$ cat config.mk
export PLATFORM = sky130hd
export DESIGN_NAME = cluster_chain_table_engine_flat
export DESIGN_NICKNAME = d
export VERILOG_FILES = /design/src/hw/rtl/ccte_pkg.sv /design/src/hw/rtl/ccte_if.sv /design/src/hw/rtl/cluster_chain_table_engine.sv /design/src/hw/rtl/ccte_ram.sv /design/src/hw/rtl/ccte_ctrl.sv /design/src/flat_wrapper.sv
export SDC_FILE = /design/constraint.sdc
export NUM_CORES = 2
export LEC_CHECK = 0
export BUFFER_PORTS_ARGS = -buffer_cell sky130_fd_sc_hd__clkbuf_2
export CORE_ASPECT_RATIO = 1.75
export CORE_MARGIN = 2
export CORE_UTILIZATION = 40
export DETAILED_ROUTE_END_ITERATION = 10
export PLACE_DENSITY = 0.62
export RECOVER_POWER = 100
export SKIP_CTS_REPAIR_TIMING = 1
export SYNTH_ARGS = -nofsm -noshare
export SYNTH_HDL_FRONTEND = slang
export SYNTH_SLANG_ARGS = --single-unit
export TNS_END_PERCENT = 100
$ cat constraint.sdc
create_clock -name clk -period 19 [get_ports clk]
set_input_delay 1.9 -clock clk [delete_from_list [all_inputs] [get_ports clk]]
set_output_delay 1.9 -clock clk [all_outputs]
set_load 0.02 [all_outputs]
$ cat src/hw/rtl/ccte_pkg.sv
// Package of the cluster chain table engine: codes, widths, defaults, types.
// No dependencies; the top level, the sequencer and the checker use it.
`default_nettype none

package ccte_pkg;

	localparam int MAP_DEPTH_DEF = 256;
	localparam int MAX_HOPS_DEF  = 255;

	localparam int ENTRY_W = 8;
	localparam int SIZE_W  = 19;

	// Operation codes of an input item.
	localparam logic [1:0] OP_LOAD   = 2'd0;
	localparam logic [1:0] OP_HEADER = 2'd1;
	localparam logic [1:0] OP_FREE   = 2'd2;
	localparam logic [1:0] OP_SIZE   = 2'd3;

	// Status codes of a result item.
	localparam logic [1:0] ST_OK    = 2'd0;
	localparam logic [1:0] ST_RANGE = 2'd1;
	localparam logic [1:0] ST_CHAIN = 2'd2;

	// Configuration register indexes.
	localparam logic [1:0] CFG_SECTOR_SIZE  = 2'd0;
	localparam logic [1:0] CFG_CLU_SECTORS  = 2'd1;
	localparam logic [1:0] CFG_LAST_CLUSTER = 2'd2;
	localparam logic [1:0] CFG_RESERVED     = 2'd3;

	// Entries below this value end a chain; clusters below it are never freed.
	localparam logic [7:0] FIRST_DATA_CLUSTER = 8'h08;

	typedef struct packed {
		logic       sector_size_256;
		logic [2:0] cluster_sectors;
		logic [7:0] last_cluster;
		logic [7:0] reserved_cluster;
	} cfg_t;

	localparam cfg_t CFG_RESET = '{
		sector_size_256:  1'b0,
		cluster_sectors:  3'd6,
		last_cluster:     8'd127,
		reserved_cluster: 8'd66
	};

endpackage

`default_nettype wire

$ cat src/hw/rtl/ccte_if.sv
// Handshake interfaces of the cluster chain table engine: command and response.
// Depends on nothing but plain logic types.
`default_nettype none

interface ccte_cmd_if;
	logic       valid;
	logic       ready;
	logic [1:0] operation;
	logic [7:0] cluster;
	logic [7:0] entry_value;
	logic [7:0] last_byte_index;

	modport source (output valid, operation, cluster, entry_value, last_byte_index,
		input ready);
	modport sink (input valid, operation, cluster, entry_value, last_byte_index,
		output ready);
	modport mon (input valid, ready, operation, cluster, entry_value, last_byte_index);
endinterface

interface ccte_rsp_if;
	logic        valid;
	logic        ready;
	logic [1:0]  status;
	logic [18:0] file_size;
	logic [7:0]  free_total;
	logic [7:0]  free_head;

	modport source (output valid, status, file_size, free_total, free_head, input ready);
	modport sink (input valid, status, file_size, free_total, free_head, output ready);
	modport mon (input valid, ready, status, file_size, free_total, free_head);
endinterface

`default_nettype wire

$ cat src/hw/rtl/cluster_chain_table_engine.sv
// Top level of the cluster chain table engine: configuration registers,
// cluster map RAM and sequencer. Depends on ccte_pkg, ccte_if, ccte_ram, ccte_ctrl.
//
//   Channel  Direction  Handshake      Payload
//   cmd      in         valid/ready    operation, cluster, entry_value, last_byte_index
//   rsp      out        valid/ready    status, file_size, free_total, free_head
//   cfg      in         cfg_we         cfg_index, cfg_data (no back-pressure)
//
// One item is worked on at a time. Load, set-header, a rejected free and a free at
// the head go straight to the result; a free that walks the chain reads links until
// it links the cluster in or finds a bad chain, and a file-size walk reads links
// until the chain ends or the hop limit is hit. Walks are paced by the single read
// port of the map RAM, which yields one chain link per cycle.
// Reset clears the head and the count and returns the configuration to its defaults;
// the map is not cleared.
// A result waits in an output register, so the next item is taken while it stalls.
`default_nettype none

module cluster_chain_table_engine #(
	parameter int MAP_DEPTH = ccte_pkg::MAP_DEPTH_DEF,
	parameter int MAX_HOPS  = ccte_pkg::MAX_HOPS_DEF
) (
	input  wire logic       clk,
	input  wire logic       arst_n,
	input  wire logic       cfg_we,
	input  wire logic [1:0] cfg_index,
	input  wire logic [7:0] cfg_data,
	ccte_cmd_if.sink        cmd,
	ccte_rsp_if.source      rsp
);

	localparam int AW = $clog2(MAP_DEPTH);

	ccte_pkg::cfg_t cfg_q;

	logic                          map_rd_en;
	logic [AW-1:0]                 map_rd_addr;
	logic [ccte_pkg::ENTRY_W-1:0]  map_rd_data;
	logic                          map_wr_en;
	logic [AW-1:0]                 map_wr_addr;
	logic [ccte_pkg::ENTRY_W-1:0]  map_wr_data;

	// Configuration registers. The user must make writes only while the engine is idle;
	// the block does not enforce it. The sequencer then sees them as constants during an item.
	always_ff @(posedge clk or negedge arst_n) begin
		if (!arst_n) begin
			cfg_q <= ccte_pkg::CFG_RESET;
		end else if (cfg_we) begin
			case (cfg_index)
				ccte_pkg::CFG_SECTOR_SIZE: begin
					cfg_q.sector_size_256 <= cfg_data[0];
				end
				ccte_pkg::CFG_CLU_SECTORS: begin
					cfg_q.cluster_sectors <= cfg_data[2:0];
				end
				ccte_pkg::CFG_LAST_CLUSTER: begin
					cfg_q.last_cluster <= cfg_data;
				end
				ccte_pkg::CFG_RESERVED: begin
					cfg_q.reserved_cluster <= cfg_data;
				end
				default: begin
					cfg_q <= cfg_q;
				end
			endcase
		end
	end

	// The cluster map. Its contents are undefined until loaded. Each item finishes
	// its writes before the next item issues its first read; a load reads and writes
	// its own entry in the same cycle, but that read data is not used.
	ccte_ram #(
		.WIDTH(ccte_pkg::ENTRY_W),
		.DEPTH(MAP_DEPTH)
	) u_map (
		.clk    (clk),
		.wr_en  (map_wr_en),
		.wr_addr(map_wr_addr),
		.wr_data(map_wr_data),
		.rd_en  (map_rd_en),
		.rd_addr(map_rd_addr),
		.rd_data(map_rd_data)
	);

	// Sequencer: free-list head and count, chain walks and the output register.
	ccte_ctrl #(
		.MAP_DEPTH(MAP_DEPTH),
		.MAX_HOPS (MAX_HOPS)
	) u_ctrl (
		.clk        (clk),
		.arst_n     (arst_n),
		.cfg        (cfg_q),
		.cmd        (cmd),
		.rsp        (rsp),
		.map_rd_en  (map_rd_en),
		.map_rd_addr(map_rd_addr),
		.map_rd_data(map_rd_data),
		.map_wr_en  (map_wr_en),
		.map_wr_addr(map_wr_addr),
		.map_wr_data(map_wr_data)
	);

endmodule

`default_nettype wire

$ cat src/hw/rtl/ccte_ram.sv
// Generic simple dual-port RAM: one write port, one read port, registered read.
// No package dependencies.
`default_nettype none

module ccte_ram #(
	parameter int WIDTH = 8,
	parameter int DEPTH = 256
) (
	input  wire logic                     clk,
	input  wire logic                     wr_en,
	input  wire logic [$clog2(DEPTH)-1:0] wr_addr,
	input  wire logic [WIDTH-1:0]         wr_data,
	input  wire logic                     rd_en,
	input  wire logic [$clog2(DEPTH)-1:0] rd_addr,
	output logic      [WIDTH-1:0]         rd_data
);

	logic [WIDTH-1:0] mem_q [DEPTH];

	always_ff @(posedge clk) begin
		if (wr_en) begin
			mem_q[wr_addr] <= wr_data;
		end
		if (rd_en) begin
			rd_data <= mem_q[rd_addr];
		end
	end

endmodule

`default_nettype wire

$ cat src/hw/rtl/ccte_ctrl.sv
// Sequencer of the cluster chain table engine: free list, chain walks, results.
// Depends on ccte_pkg and the interfaces in ccte_if.sv; drives the map RAM.
`default_nettype none

module ccte_ctrl #(
	parameter int MAP_DEPTH = ccte_pkg::MAP_DEPTH_DEF,
	parameter int MAX_HOPS  = ccte_pkg::MAX_HOPS_DEF
) (
	input  wire logic                         clk,
	input  wire logic                         arst_n,
	input  wire ccte_pkg::cfg_t               cfg,
	ccte_cmd_if.sink                          cmd,
	ccte_rsp_if.source                        rsp,
	output logic                              map_rd_en,
	output logic [$clog2(MAP_DEPTH)-1:0]      map_rd_addr,
	input  wire logic [ccte_pkg::ENTRY_W-1:0] map_rd_data,
	output logic                              map_wr_en,
	output logic [$clog2(MAP_DEPTH)-1:0]      map_wr_addr,
	output logic [ccte_pkg::ENTRY_W-1:0]      map_wr_data
);

	localparam int AW = $clog2(MAP_DEPTH);
	localparam int HW = $clog2(MAX_HOPS);
	localparam logic [8:0] DEPTH9 = 9'(MAP_DEPTH);
	localparam logic [HW-1:0] LAST_HOP = HW'(MAX_HOPS - 1);

	typedef enum logic [2:0] {
		S_IDLE,
		S_FREE_WALK,
		S_FREE_LINK,
		S_SIZE_WALK,
		S_RESP
	} state_t;

	state_t      state_q;
	logic [7:0]  cl_q;
	logic [7:0]  lb_q;
	logic [7:0]  link_q;
	logic        oor_q;
	logic [HW-1:0] hops_q;
	logic [18:0] acc_q;
	logic [7:0]  head_q;
	logic [7:0]  count_q;
	logic [1:0]  res_status_q;
	logic [18:0] res_size_q;
	logic        rsp_valid_q;
	logic [1:0]  rsp_status_q;
	logic [18:0] rsp_size_q;
	logic [7:0]  rsp_total_q;
	logic [7:0]  rsp_head_q;

	logic        cmd_acc;
	logic [7:0]  rd_val;
	logic [7:0]  rd_idx;
	logic [8:0]  res_plus1;
	logic        range_bad;
	logic        cont_walk;
	logic        ins_ok;
	logic [10:0] clu_bytes;
	logic [10:0] tail_bytes;
	logic [18:0] final_size;

	// An index beyond the map reads as zero.
	assign rd_val  = oor_q ? '0 : map_rd_data;
	assign cmd_acc = cmd.valid && (state_q == S_IDLE);
	assign cmd.ready = (state_q == S_IDLE);

	assign res_plus1 = {1'b0, cfg.reserved_cluster} + 9'd1;
	assign range_bad = (cmd.cluster > cfg.last_cluster)
		|| (cmd.cluster < ccte_pkg::FIRST_DATA_CLUSTER)
		|| (cmd.cluster == ccte_pkg::FIRST_DATA_CLUSTER && cfg.sector_size_256)
		|| (cmd.cluster == cfg.reserved_cluster)
		|| ({1'b0, cmd.cluster} == res_plus1);

	assign cont_walk = (rd_val > link_q) && (rd_val < cl_q);
	assign ins_ok    = (rd_val > cl_q) || (rd_val == 8'd0);

	assign clu_bytes  = cfg.sector_size_256 ? {cfg.cluster_sectors, 8'd0}
		: {1'b0, cfg.cluster_sectors, 7'd0};
	assign tail_bytes = cfg.sector_size_256 ? {rd_val[2:0], 8'd0}
		: {1'b0, rd_val[2:0], 7'd0};
	assign final_size = acc_q + 19'(tail_bytes) + 19'(lb_q) + 19'd1;

	// Map read address: during a walk the link being examined is the next read address.
	always_comb begin
		rd_idx    = rd_val;
		map_rd_en = 1'b0;
		case (state_q)
			S_IDLE: begin
				rd_idx    = (cmd.operation == ccte_pkg::OP_FREE) ? head_q : cmd.cluster;
				map_rd_en = cmd_acc;
			end
			S_FREE_WALK, S_SIZE_WALK: begin
				map_rd_en = 1'b1;
			end
			default: begin
				map_rd_en = 1'b0;
			end
		endcase
	end
	assign map_rd_addr = rd_idx[AW-1:0];

	// Map write port; writes beyond the map are dropped.
	always_comb begin
		map_wr_en   = 1'b0;
		map_wr_addr = cl_q[AW-1:0];
		map_wr_data = rd_val;
		case (state_q)
			S_IDLE: begin
				map_wr_addr = cmd.cluster[AW-1:0];
				if (cmd.operation == ccte_pkg::OP_LOAD) begin
					map_wr_data = cmd.entry_value;
					map_wr_en   = cmd_acc && ({1'b0, cmd.cluster} < DEPTH9);
				end else begin
					map_wr_data = head_q;
					map_wr_en   = cmd_acc && (cmd.operation == ccte_pkg::OP_FREE)
						&& !range_bad && (head_q == 8'd0 || head_q > cmd.cluster)
						&& ({1'b0, cmd.cluster} < DEPTH9);
				end
			end
			S_FREE_WALK: begin
				map_wr_en = !cont_walk && ins_ok && ({1'b0, cl_q} < DEPTH9);
			end
			S_FREE_LINK: begin
				map_wr_addr = link_q[AW-1:0];
				map_wr_data = cl_q;
				map_wr_en   = ({1'b0, link_q} < DEPTH9);
			end
			default: begin
				map_wr_en = 1'b0;
			end
		endcase
	end

	always_ff @(posedge clk or negedge arst_n) begin
		if (!arst_n) begin
			state_q     <= S_IDLE;
			head_q      <= '0;
			count_q     <= '0;
			rsp_valid_q <= 1'b0;
			oor_q       <= 1'b0;
		end else begin
			if (map_rd_en) begin
				oor_q <= !({1'b0, rd_idx} < DEPTH9);
			end
			// In S_RESP the output register is reloaded below instead.
			if (rsp_valid_q && rsp.ready && state_q != S_RESP) begin
				rsp_valid_q <= 1'b0;
			end
			case (state_q)
				S_IDLE: begin
					if (cmd_acc) begin
						cl_q         <= cmd.cluster;
						lb_q         <= cmd.last_byte_index;
						res_size_q   <= '0;
						link_q       <= head_q;
						hops_q       <= '0;
						acc_q        <= '0;
						case (cmd.operation)
							ccte_pkg::OP_HEADER: begin
								head_q       <= cmd.cluster;
								count_q      <= cmd.entry_value;
								res_status_q <= ccte_pkg::ST_OK;
								state_q      <= S_RESP;
							end
							ccte_pkg::OP_FREE: begin
								if (range_bad) begin
									res_status_q <= ccte_pkg::ST_RANGE;
									state_q      <= S_RESP;
								end else if (head_q == 8'd0 || head_q > cmd.cluster) begin
									head_q       <= cmd.cluster;
									count_q      <= count_q + 8'd1;
									res_status_q <= ccte_pkg::ST_OK;
									state_q      <= S_RESP;
								end else if (head_q == cmd.cluster) begin
									res_status_q <= ccte_pkg::ST_CHAIN;
									state_q      <= S_RESP;
								end else begin
									res_status_q <= ccte_pkg::ST_OK;
									state_q      <= S_FREE_WALK;
								end
							end
							ccte_pkg::OP_SIZE: begin
								res_status_q <= ccte_pkg::ST_OK;
								state_q      <= S_SIZE_WALK;
							end
							default: begin
								res_status_q <= ccte_pkg::ST_OK;
								state_q      <= S_RESP;
							end
						endcase
					end
				end
				S_FREE_WALK: begin
					if (cont_walk) begin
						link_q <= rd_val;
					end else if (ins_ok) begin
						state_q <= S_FREE_LINK;
					end else begin
						res_status_q <= ccte_pkg::ST_CHAIN;
						state_q      <= S_RESP;
					end
				end
				S_FREE_LINK: begin
					count_q <= count_q + 8'd1;
					state_q <= S_RESP;
				end
				S_SIZE_WALK: begin
					if (rd_val < ccte_pkg::FIRST_DATA_CLUSTER) begin
						res_size_q <= final_size;
						state_q    <= S_RESP;
					end else if (rd_val > cfg.last_cluster || hops_q == LAST_HOP) begin
						res_status_q <= ccte_pkg::ST_CHAIN;
						state_q      <= S_RESP;
					end else begin
						hops_q <= hops_q + HW'(1);
						acc_q  <= acc_q + 19'(clu_bytes);
					end
				end
				S_RESP: begin
					if (!rsp_valid_q || rsp.ready) begin
						rsp_valid_q  <= 1'b1;
						rsp_status_q <= res_status_q;
						rsp_size_q   <= res_size_q;
						rsp_total_q  <= count_q;
						rsp_head_q   <= head_q;
						state_q      <= S_IDLE;
					end
				end
				default: begin
					state_q <= S_IDLE;
				end
			endcase
		end
	end

	assign rsp.valid      = rsp_valid_q;
	assign rsp.status     = rsp_status_q;
	assign rsp.file_size  = rsp_size_q;
	assign rsp.free_total = rsp_total_q;
	assign rsp.free_head  = rsp_head_q;

endmodule

`default_nettype wire

$ cat src/flat_wrapper.sv
// flat-port wrapper written by rule: the top's interface ports become plain ports
module cluster_chain_table_engine_flat 
#(
	parameter int MAP_DEPTH = ccte_pkg::MAP_DEPTH_DEF,
	parameter int MAX_HOPS  = ccte_pkg::MAX_HOPS_DEF
)
  (clk, arst_n, cfg_we, cfg_index, cfg_data, cmd_valid, cmd_operation, cmd_cluster, cmd_entry_value, cmd_last_byte_index, cmd_ready, rsp_valid, rsp_status, rsp_file_size, rsp_free_total, rsp_free_head, rsp_ready);
  ccte_cmd_if cmd_i ();
  ccte_rsp_if rsp_i ();
  input  wire logic clk;
  input  wire logic arst_n;
  input  wire logic cfg_we;
  input  wire logic [1:0] cfg_index;
  input  wire logic [7:0] cfg_data;
  input wire logic [$bits(cmd_i.valid)-1:0] cmd_valid;
  input wire logic [$bits(cmd_i.operation)-1:0] cmd_operation;
  input wire logic [$bits(cmd_i.cluster)-1:0] cmd_cluster;
  input wire logic [$bits(cmd_i.entry_value)-1:0] cmd_entry_value;
  input wire logic [$bits(cmd_i.last_byte_index)-1:0] cmd_last_byte_index;
  output wire logic [$bits(cmd_i.ready)-1:0] cmd_ready;
  output wire logic [$bits(rsp_i.valid)-1:0] rsp_valid;
  output wire logic [$bits(rsp_i.status)-1:0] rsp_status;
  output wire logic [$bits(rsp_i.file_size)-1:0] rsp_file_size;
  output wire logic [$bits(rsp_i.free_total)-1:0] rsp_free_total;
  output wire logic [$bits(rsp_i.free_head)-1:0] rsp_free_head;
  input wire logic [$bits(rsp_i.ready)-1:0] rsp_ready;
  assign cmd_i.valid = cmd_valid;
  assign cmd_i.operation = cmd_operation;
  assign cmd_i.cluster = cmd_cluster;
  assign cmd_i.entry_value = cmd_entry_value;
  assign cmd_i.last_byte_index = cmd_last_byte_index;
  assign cmd_ready = cmd_i.ready;
  assign rsp_valid = rsp_i.valid;
  assign rsp_status = rsp_i.status;
  assign rsp_file_size = rsp_i.file_size;
  assign rsp_free_total = rsp_i.free_total;
  assign rsp_free_head = rsp_i.free_head;
  assign rsp_i.ready = rsp_ready;
  cluster_chain_table_engine #(.MAP_DEPTH(MAP_DEPTH), .MAX_HOPS(MAX_HOPS)) u_core (.clk(clk), .arst_n(arst_n), .cfg_we(cfg_we), .cfg_index(cfg_index), .cfg_data(cfg_data), .cmd(cmd_i), .rsp(rsp_i));
endmodule
Word level (Yosys, flattened, before mapping)
Memories as Yosys holds them, arrays and structs flattened. A register that Yosys moved wholly into a read port is not among the register bits.
Cells that the tools add are included.
{"block": "classes", "n_shift": 0, "n_bitwise": 0, "n_lt_le_gt_ge": 8, "n_eq_ne": 31, "addsub": 7, "n_div": 0, "reduce_logical": 44, "n_mux": 57, "mul": 0}
{"operator": "case mux 8 bit (2 select lines)", "count": 7}
{"operator": "2-to-1 mux 8 bit", "count": 13}
{"operator": "2-to-1 mux 19 bit", "count": 4}
{"operator": "case mux 19 bit (2 select lines)", "count": 2}
{"operator": "greater-than comparator 8 bit", "count": 5}
{"operator": "adder 19 x 11 -> 19 bit", "count": 2}
{"operator": "2-to-1 mux 3 bit", "count": 9}
{"operator": "2-to-1 mux 11 bit", "count": 2}
{"operator": "adder 19 x 1 -> 19 bit (second input constant)", "count": 1}
{"operator": "adder 19 x 8 -> 19 bit", "count": 1}
{"operator": "2-to-1 mux 2 bit", "count": 9}
{"operator": "!= test 2 bit (second input constant)", "count": 9}
{"operator": "adder 8 x 1 -> 8 bit (second input constant)", "count": 2}
{"operator": "== test 8 bit", "count": 2}
{"operator": "logical NOT 8 bit", "count": 2}
{"operator": "< comparator 8 x 4 -> 1 bit (second input constant)", "count": 2}
{"operator": "case mux 3 bit (5 select lines)", "count": 1}
{"operator": "AND reduction 5 bit", "count": 3}
{"operator": "AND reduction 4 bit", "count": 3}
{"operator": "adder 8 x 1 -> 9 bit (second input constant)", "count": 1}
{"operator": "== test 8 x 9 -> 1 bit", "count": 1}
{"operator": "logical AND 1 bit", "count": 9}
{"operator": "!= test 3 bit (second input constant)", "count": 3}
{"operator": "== test 2 bit (second input constant)", "count": 4}
{"operator": "25 further kinds", "count": 50}
{"block": "totals", "output_inout_bits": 39, "register_bits": 149, "mem_count": 1, "romBits": 0, "inputBits": 41, "latch_bits": 0, "ram_bits": 2048}
{"memory": "u_core.u_map.mem_q", "depth": 256, "width": 8, "rd": 1, "rd_clocked_by_memory_dff": 1, "wr": 1, "line_no": "ccte_ram.sv:18", "rtl": "logic [WIDTH-1:0] mem_q [DEPTH];"}

Logic depth before layout (Yosys ltp)
{"block": "logic_depth", "ltp_word": 12, "ltp_mapped": 16, "mapped_depth_nobuf": 12}

Cells and area by module
Synthesis repeated with hierarchy kept, for this count alone.
{"block": "unflattened", "hier_cells": 4564, "hier_area_um2": 88219.6}
{"mod": "ccte_ram", "area_each_um2": 79636.4, "cells_per_inst": 3733, "instances": 1, "seq_area_each_um2": 61739.2}
{"mod": "ccte_ctrl", "area_each_um2": 7791.2, "cells_per_inst": 787, "instances": 1, "seq_area_each_um2": 3563.4}
{"mod": "cluster_chain_table_engine", "area_each_um2": 792.0, "cells_per_inst": 44, "instances": 1, "seq_area_each_um2": 514.2}

Worst setup path after synthesis
No wires, ideal clock.
{"block": "synth_path", "path_kind": "input -> register", "start": "in cmd_operation[0]", "end": "mem u_core.u_map.mem_q[0][7], data pin", "stages": 7, "path_slack_ns": 4.047, "arrival_time_ns": 12.766, "setup_time_ns": 2.187, "path_buffers": 2, "cell_sequence": "clkbuf_1 -> clkbuf_1 -> nor2_1 -> nand2_1 -> a21oi_1 -> a21oi_1 -> o21ai_0"}
{"block": "synth_between", "elab_chain_len": 3}
{"element": "start, declared", "line_no": "flat_wrapper.sv:16", "rtl": "input wire logic [$bits(cmd_i.operation)-1:0] cmd_operation;"}
{"element": "logical NOT 2 bit", "line_no": "ccte_ctrl.sv:111", "rtl": "if (cmd.operation == ccte_pkg::OP_LOAD) begin"}
{"element": "2-to-1 mux 8 bit", "line_no": "ccte_ctrl.sv:111"}
{"element": "case mux 8 bit (2 select lines)", "line_no": "ccte_ctrl.sv:108", "rtl": "case (state_q)"}
{"element": "net u_core.map_wr_data, one bit", "line_no": "cluster_chain_table_engine.sv:41", "rtl": "logic [ccte_pkg::ENTRY_W-1:0] map_wr_data;"}
{"element": "end, declared", "line_no": "ccte_ram.sv:18"}
The timed path passes the listed nets, and every way through them passes these cells.

Final worst setup path
{"block": "layout_path", "start": "reg u_core.u_ctrl.state_q[0]", "end": "reg u_core.u_map.rd_data[6] (read register of u_core.u_map.mem_q), data pin"}
{"block": "layout_between", "elab_chain_len": 3, "word_cells_on_any_way": 7, "cone_classes": "eq/ne: 2; mux: 2; reduce/logical: 3"}
{"element": "start, declared", "line_no": "ccte_ctrl.sv:35", "rtl": "state_t state_q;"}
{"element": "start signal, assigned", "line_no": "ccte_ctrl.sv:137", "rtl": "state_q <= S_IDLE;"}
{"element": "start signal, assigned", "line_no": "ccte_ctrl.sv:164", "rtl": "state_q <= S_RESP;"}
{"element": "start signal, assigned", "line_no": "ccte_ctrl.sv:169", "rtl": "state_q <= S_RESP;"}
{"element": "== test 3 x 2 -> 1 bit (tied with other cells)", "line_no": "ccte_ctrl.sv:88", "rtl": "case (state_q)"}
{"element": "OR reduction 2 bit / logical AND 1 bit (equally long branches)", "line_no": "ccte_ctrl.sv:88, ccte_ctrl.sv:65"}
{"element": "case mux 1 bit (2 select lines)", "line_no": "ccte_ctrl.sv:88"}
{"element": "end, declared", "line_no": "ccte_ram.sv:15", "rtl": "output logic [WIDTH-1:0] rd_data"}
Several ways; a longest one is shown, not always the timed one.
A chain may end at the register's enable or synchronous reset.

==> results.cfg <==
[outcome]
status = finished, violations left
violations = capacitance limit, slew limit

[critical_path]
crit_buf_inv = 6
cp-endpoint = u_core.u_map.rd_data[6]
worst-path-stages = 15
cpPeakStageDelay_ns = 2.26
critPathLaunchType = flip-flop
cpMostUsedCell = clkbuf_1
cp-end-kind = flip-flop
rrSetupSlack_ns = 6.45
setup.worst_path.start = u_core.u_ctrl.state_q[0]
worstPathRequired_ns = 19.60
crit_family = buffers and inverters
path_cells = or3_1 > clkbuf_1 > clkinvlp_2 > o211ai_1 > buf_4 > nand2_1 > clkbuf_1 > buf_12 > clkbuf_1 > a2111oi_0 > a311oi_1 > o311a_1 > nor4_1 > a311oi_1 > a31o_1
r2r-end = u_core.u_map.rd_data[6]
cp.arrival_ns = 13.15
crit_fanout = 109
r2r_cells = 15
criticalPathCategory = reg -> reg
r2r-start = u_core.u_ctrl.state_q[0]
critPathSlowestCell = clkinvlp_2

[clock_tree]
cts.sinks = 2198
tritoncts = built
htreeDepth = 4
clock_path_buffers = 4
cts_made_buffers = 188
insertion_delay_ns = 0.86
cts_root_buffer = clkbuf_16
clk_pin_slew_ns = 0.07

[timing]
hold_violations = 0
setup_viol = 0
period_minus_slack_ns = 12.55
relSlewSlack_pct = -259
finalMaxSlewViolations = 1983
rsz0062_at_grt = no
fin_skew_ns = 0.0496
setup_ws_ns = 6.45
tns_ns = 0
worstMarginPinSlew_ns = 5.38
timing.fmax_mhz = 79.7
period_share_pct = 66.0

[layout]
area_growth_syn_to_layout_pct = 11.2
fin_nets = 6597
drive_above_1_share_pct = 8.84
final_cells = 9670

[synth]
synth_flop_cell = edfxtp_1
synth.most_common_cell = edfxtp_1
synth_top_cells_by_area = edfxtp_1 71%, nand2_1 4.3%, mux2i_1 4.1%
synth-edff-count = 2158
synth.top_cell.area_share_pct = 71.4
netlist_area_um2 = 90800
async_flop_share_pct = 1.82
synth_warnings = 0
synth_seq_cells = 2198
post_synth.cell_area_avg_um2 = 14.4
netlist_top_cells_count = 2158 x edfxtp_1, 1048 x nand2_1, 370 x mux2i_1, 304 x nand3_1, 303 x nor3_1
syn_inst = 6299
synth_top_cell_by_area = edfxtp_1
synthesis.nets = 6399
ys_types = 98
ys_seq_area_share_pct = 72.5

[global_route]
grt_start_max_net_pins = 209
grt_pass1_vias = 56879
grt_pass1_wl_um = 408000
antenna_found_initial = 7
grt_overflow = 0
grt_usage_pct = 24.5

[routing]
first_pass_iters = 10
drc = 0
viasPerCell = 6.00
wire_per_inst_um = 29.9
vias = 58033
wl_um = 289000
drt_iter0_markers = 6094
postRouteAntennaNets = 0

[place]
place_ws_ns = 10.76
routabilityCongestion = 0.899
hpwl_um = 177000
dp_cells = 9335
port_buffers = 79

[floorplanning]
die-area_um2 = 231000
rows = 231
die_h_um = 634
core-area_um2 = 226000
initial_core_util_pct = 40.2
ios = 80
die_w_um = 364

[power]
p_leak_nw = 32.9
p_total_mw = 19.7
power_frac_clock_pct = 19.3
p_sw_mw = 8.74
switching_share_pct = 44.4
seq_power_share_pct = 35.1
pwr-share-comb_pct = 45.6
ir_drop_v = 0.000212
p_int_mw = 11.0
power_density_nw_per_um2 = 195

[hold_path]
min_path_type = reg -> reg

[run]
drv_cap = 55
## area by class of cell
cell class	count	area [um^2]
Tap cell	3029	3790
Multi-Input combinational cell	3616	23000
Sequential cell	2198	65800
Timing Repair Buffer	447	2310
Inverter	46	174
Clock buffer	232	5030
Fill cell	20223	125000
Antenna cell	2	5.00
Clock inverter	100	840
## worst min-delay path by stage
stage                                            start                               to  slack [ns]  depth (start not counted)
after CTS                 u_core.u_ctrl.res_size_q[16]  u_core.u_ctrl.rsp.file_size[16]        0.42                          0
after detailed placement  u_core.u_ctrl.res_size_q[16]  u_core.u_ctrl.rsp.file_size[16]        0.40                          0
after global placement    u_core.u_ctrl.res_size_q[10]  u_core.u_ctrl.rsp.file_size[10]        0.40                          0
after floorplan            u_core.u_ctrl.res_size_q[0]   u_core.u_ctrl.rsp.file_size[0]        0.40                          0
after global routing      u_core.u_ctrl.res_size_q[11]  u_core.u_ctrl.rsp.file_size[11]        0.44                          0
final                     u_core.u_ctrl.res_size_q[16]  u_core.u_ctrl.rsp.file_size[16]        0.42                          0
## per-stage QoR
stage / hold slack [ns] / utilization, % / area, um^2
after floorplan: 0.400 / - / 90800
after CTS: 0.420 / 45.2 / 102000
after detailed placement: 0.405 / 42.6 / 96200
final: 0.420 / 44.6 / 101000
after global routing: 0.435 / 44.6 / 101000
after global placement: 0.401 / 42.5 / 96200
## power groups by stage
stage          clock (mW)  combinational [mW]  sequential, mW
2_1_floorplan           0                4.94            7.67
3_3_place_gp            0                8.71            6.86
3_5_place_dp            0                8.88            6.86
4_1_cts              3.83                8.90            6.76
5_1_grt              4.00                9.27            6.92
6_report             3.81                8.98            6.91
## cell families after synthesis
group	after synthesis	share of synthesized area, %
AOI/OAI and AO/OA	1016	7.78
muxes	456	5.72
adders and majority gates	59	0.830
and+or+nand+nor	2051	10.2
xor gates and xnor gates	34	0.328
DFF	2198	72.5
buffers and inverters	485	2.62
## sequential cells by signal, indices dropped and copies added (netlist names), 8 cells and up
name                          count
u_core.cfg_q                     20
u_core.u_ctrl.acc_q              12
u_core.u_ctrl.cl_q                8
u_core.u_ctrl.count_q             8
u_core.u_ctrl.head_q              8
u_core.u_ctrl.hops_q              8
u_core.u_ctrl.lb_q                8
u_core.u_ctrl.link_q              8
u_core.u_ctrl.res_size_q         19
u_core.u_ctrl.rsp.file_size      19
u_core.u_ctrl.rsp.free_head       8
u_core.u_ctrl.rsp.free_total      8
u_core.u_map.mem_q             2048
u_core.u_map.rd_data              8
## per-layer routing
| metal | GRT usage, % | share of wire (%) | vias to the layer above | wire length, um |
|---|---|---|---|---|
| li1 | - | - | 24756 | - |
| met1 | 26.7 | 33 | 29312 | 95500 |
| met2 | 42.9 | 50 | 3074 | 145000 |
| met3 | 3.37 | 7.6 | 885 | 21900 |
| met4 | 19.1 | 9.1 | 6 | 26400 |
| met5 | 0 | 0.012 | - | 36 |
## placed cells by master (no fill, tap or decap), drive strengths merged, types with 121 or more instances in the layout
| cell | count |
|---|---|
| nand3 | 304 |
| nor3 | 303 |
| a31oi | 128 |
| a21oi | 219 |
| mux2i | 370 |
| and3 | 121 |
| nand2 | 1050 |
| edfxtp | 2158 |
| buf | 123 |
| clkbuf | 555 |
(Power assumes the default switching activity.)
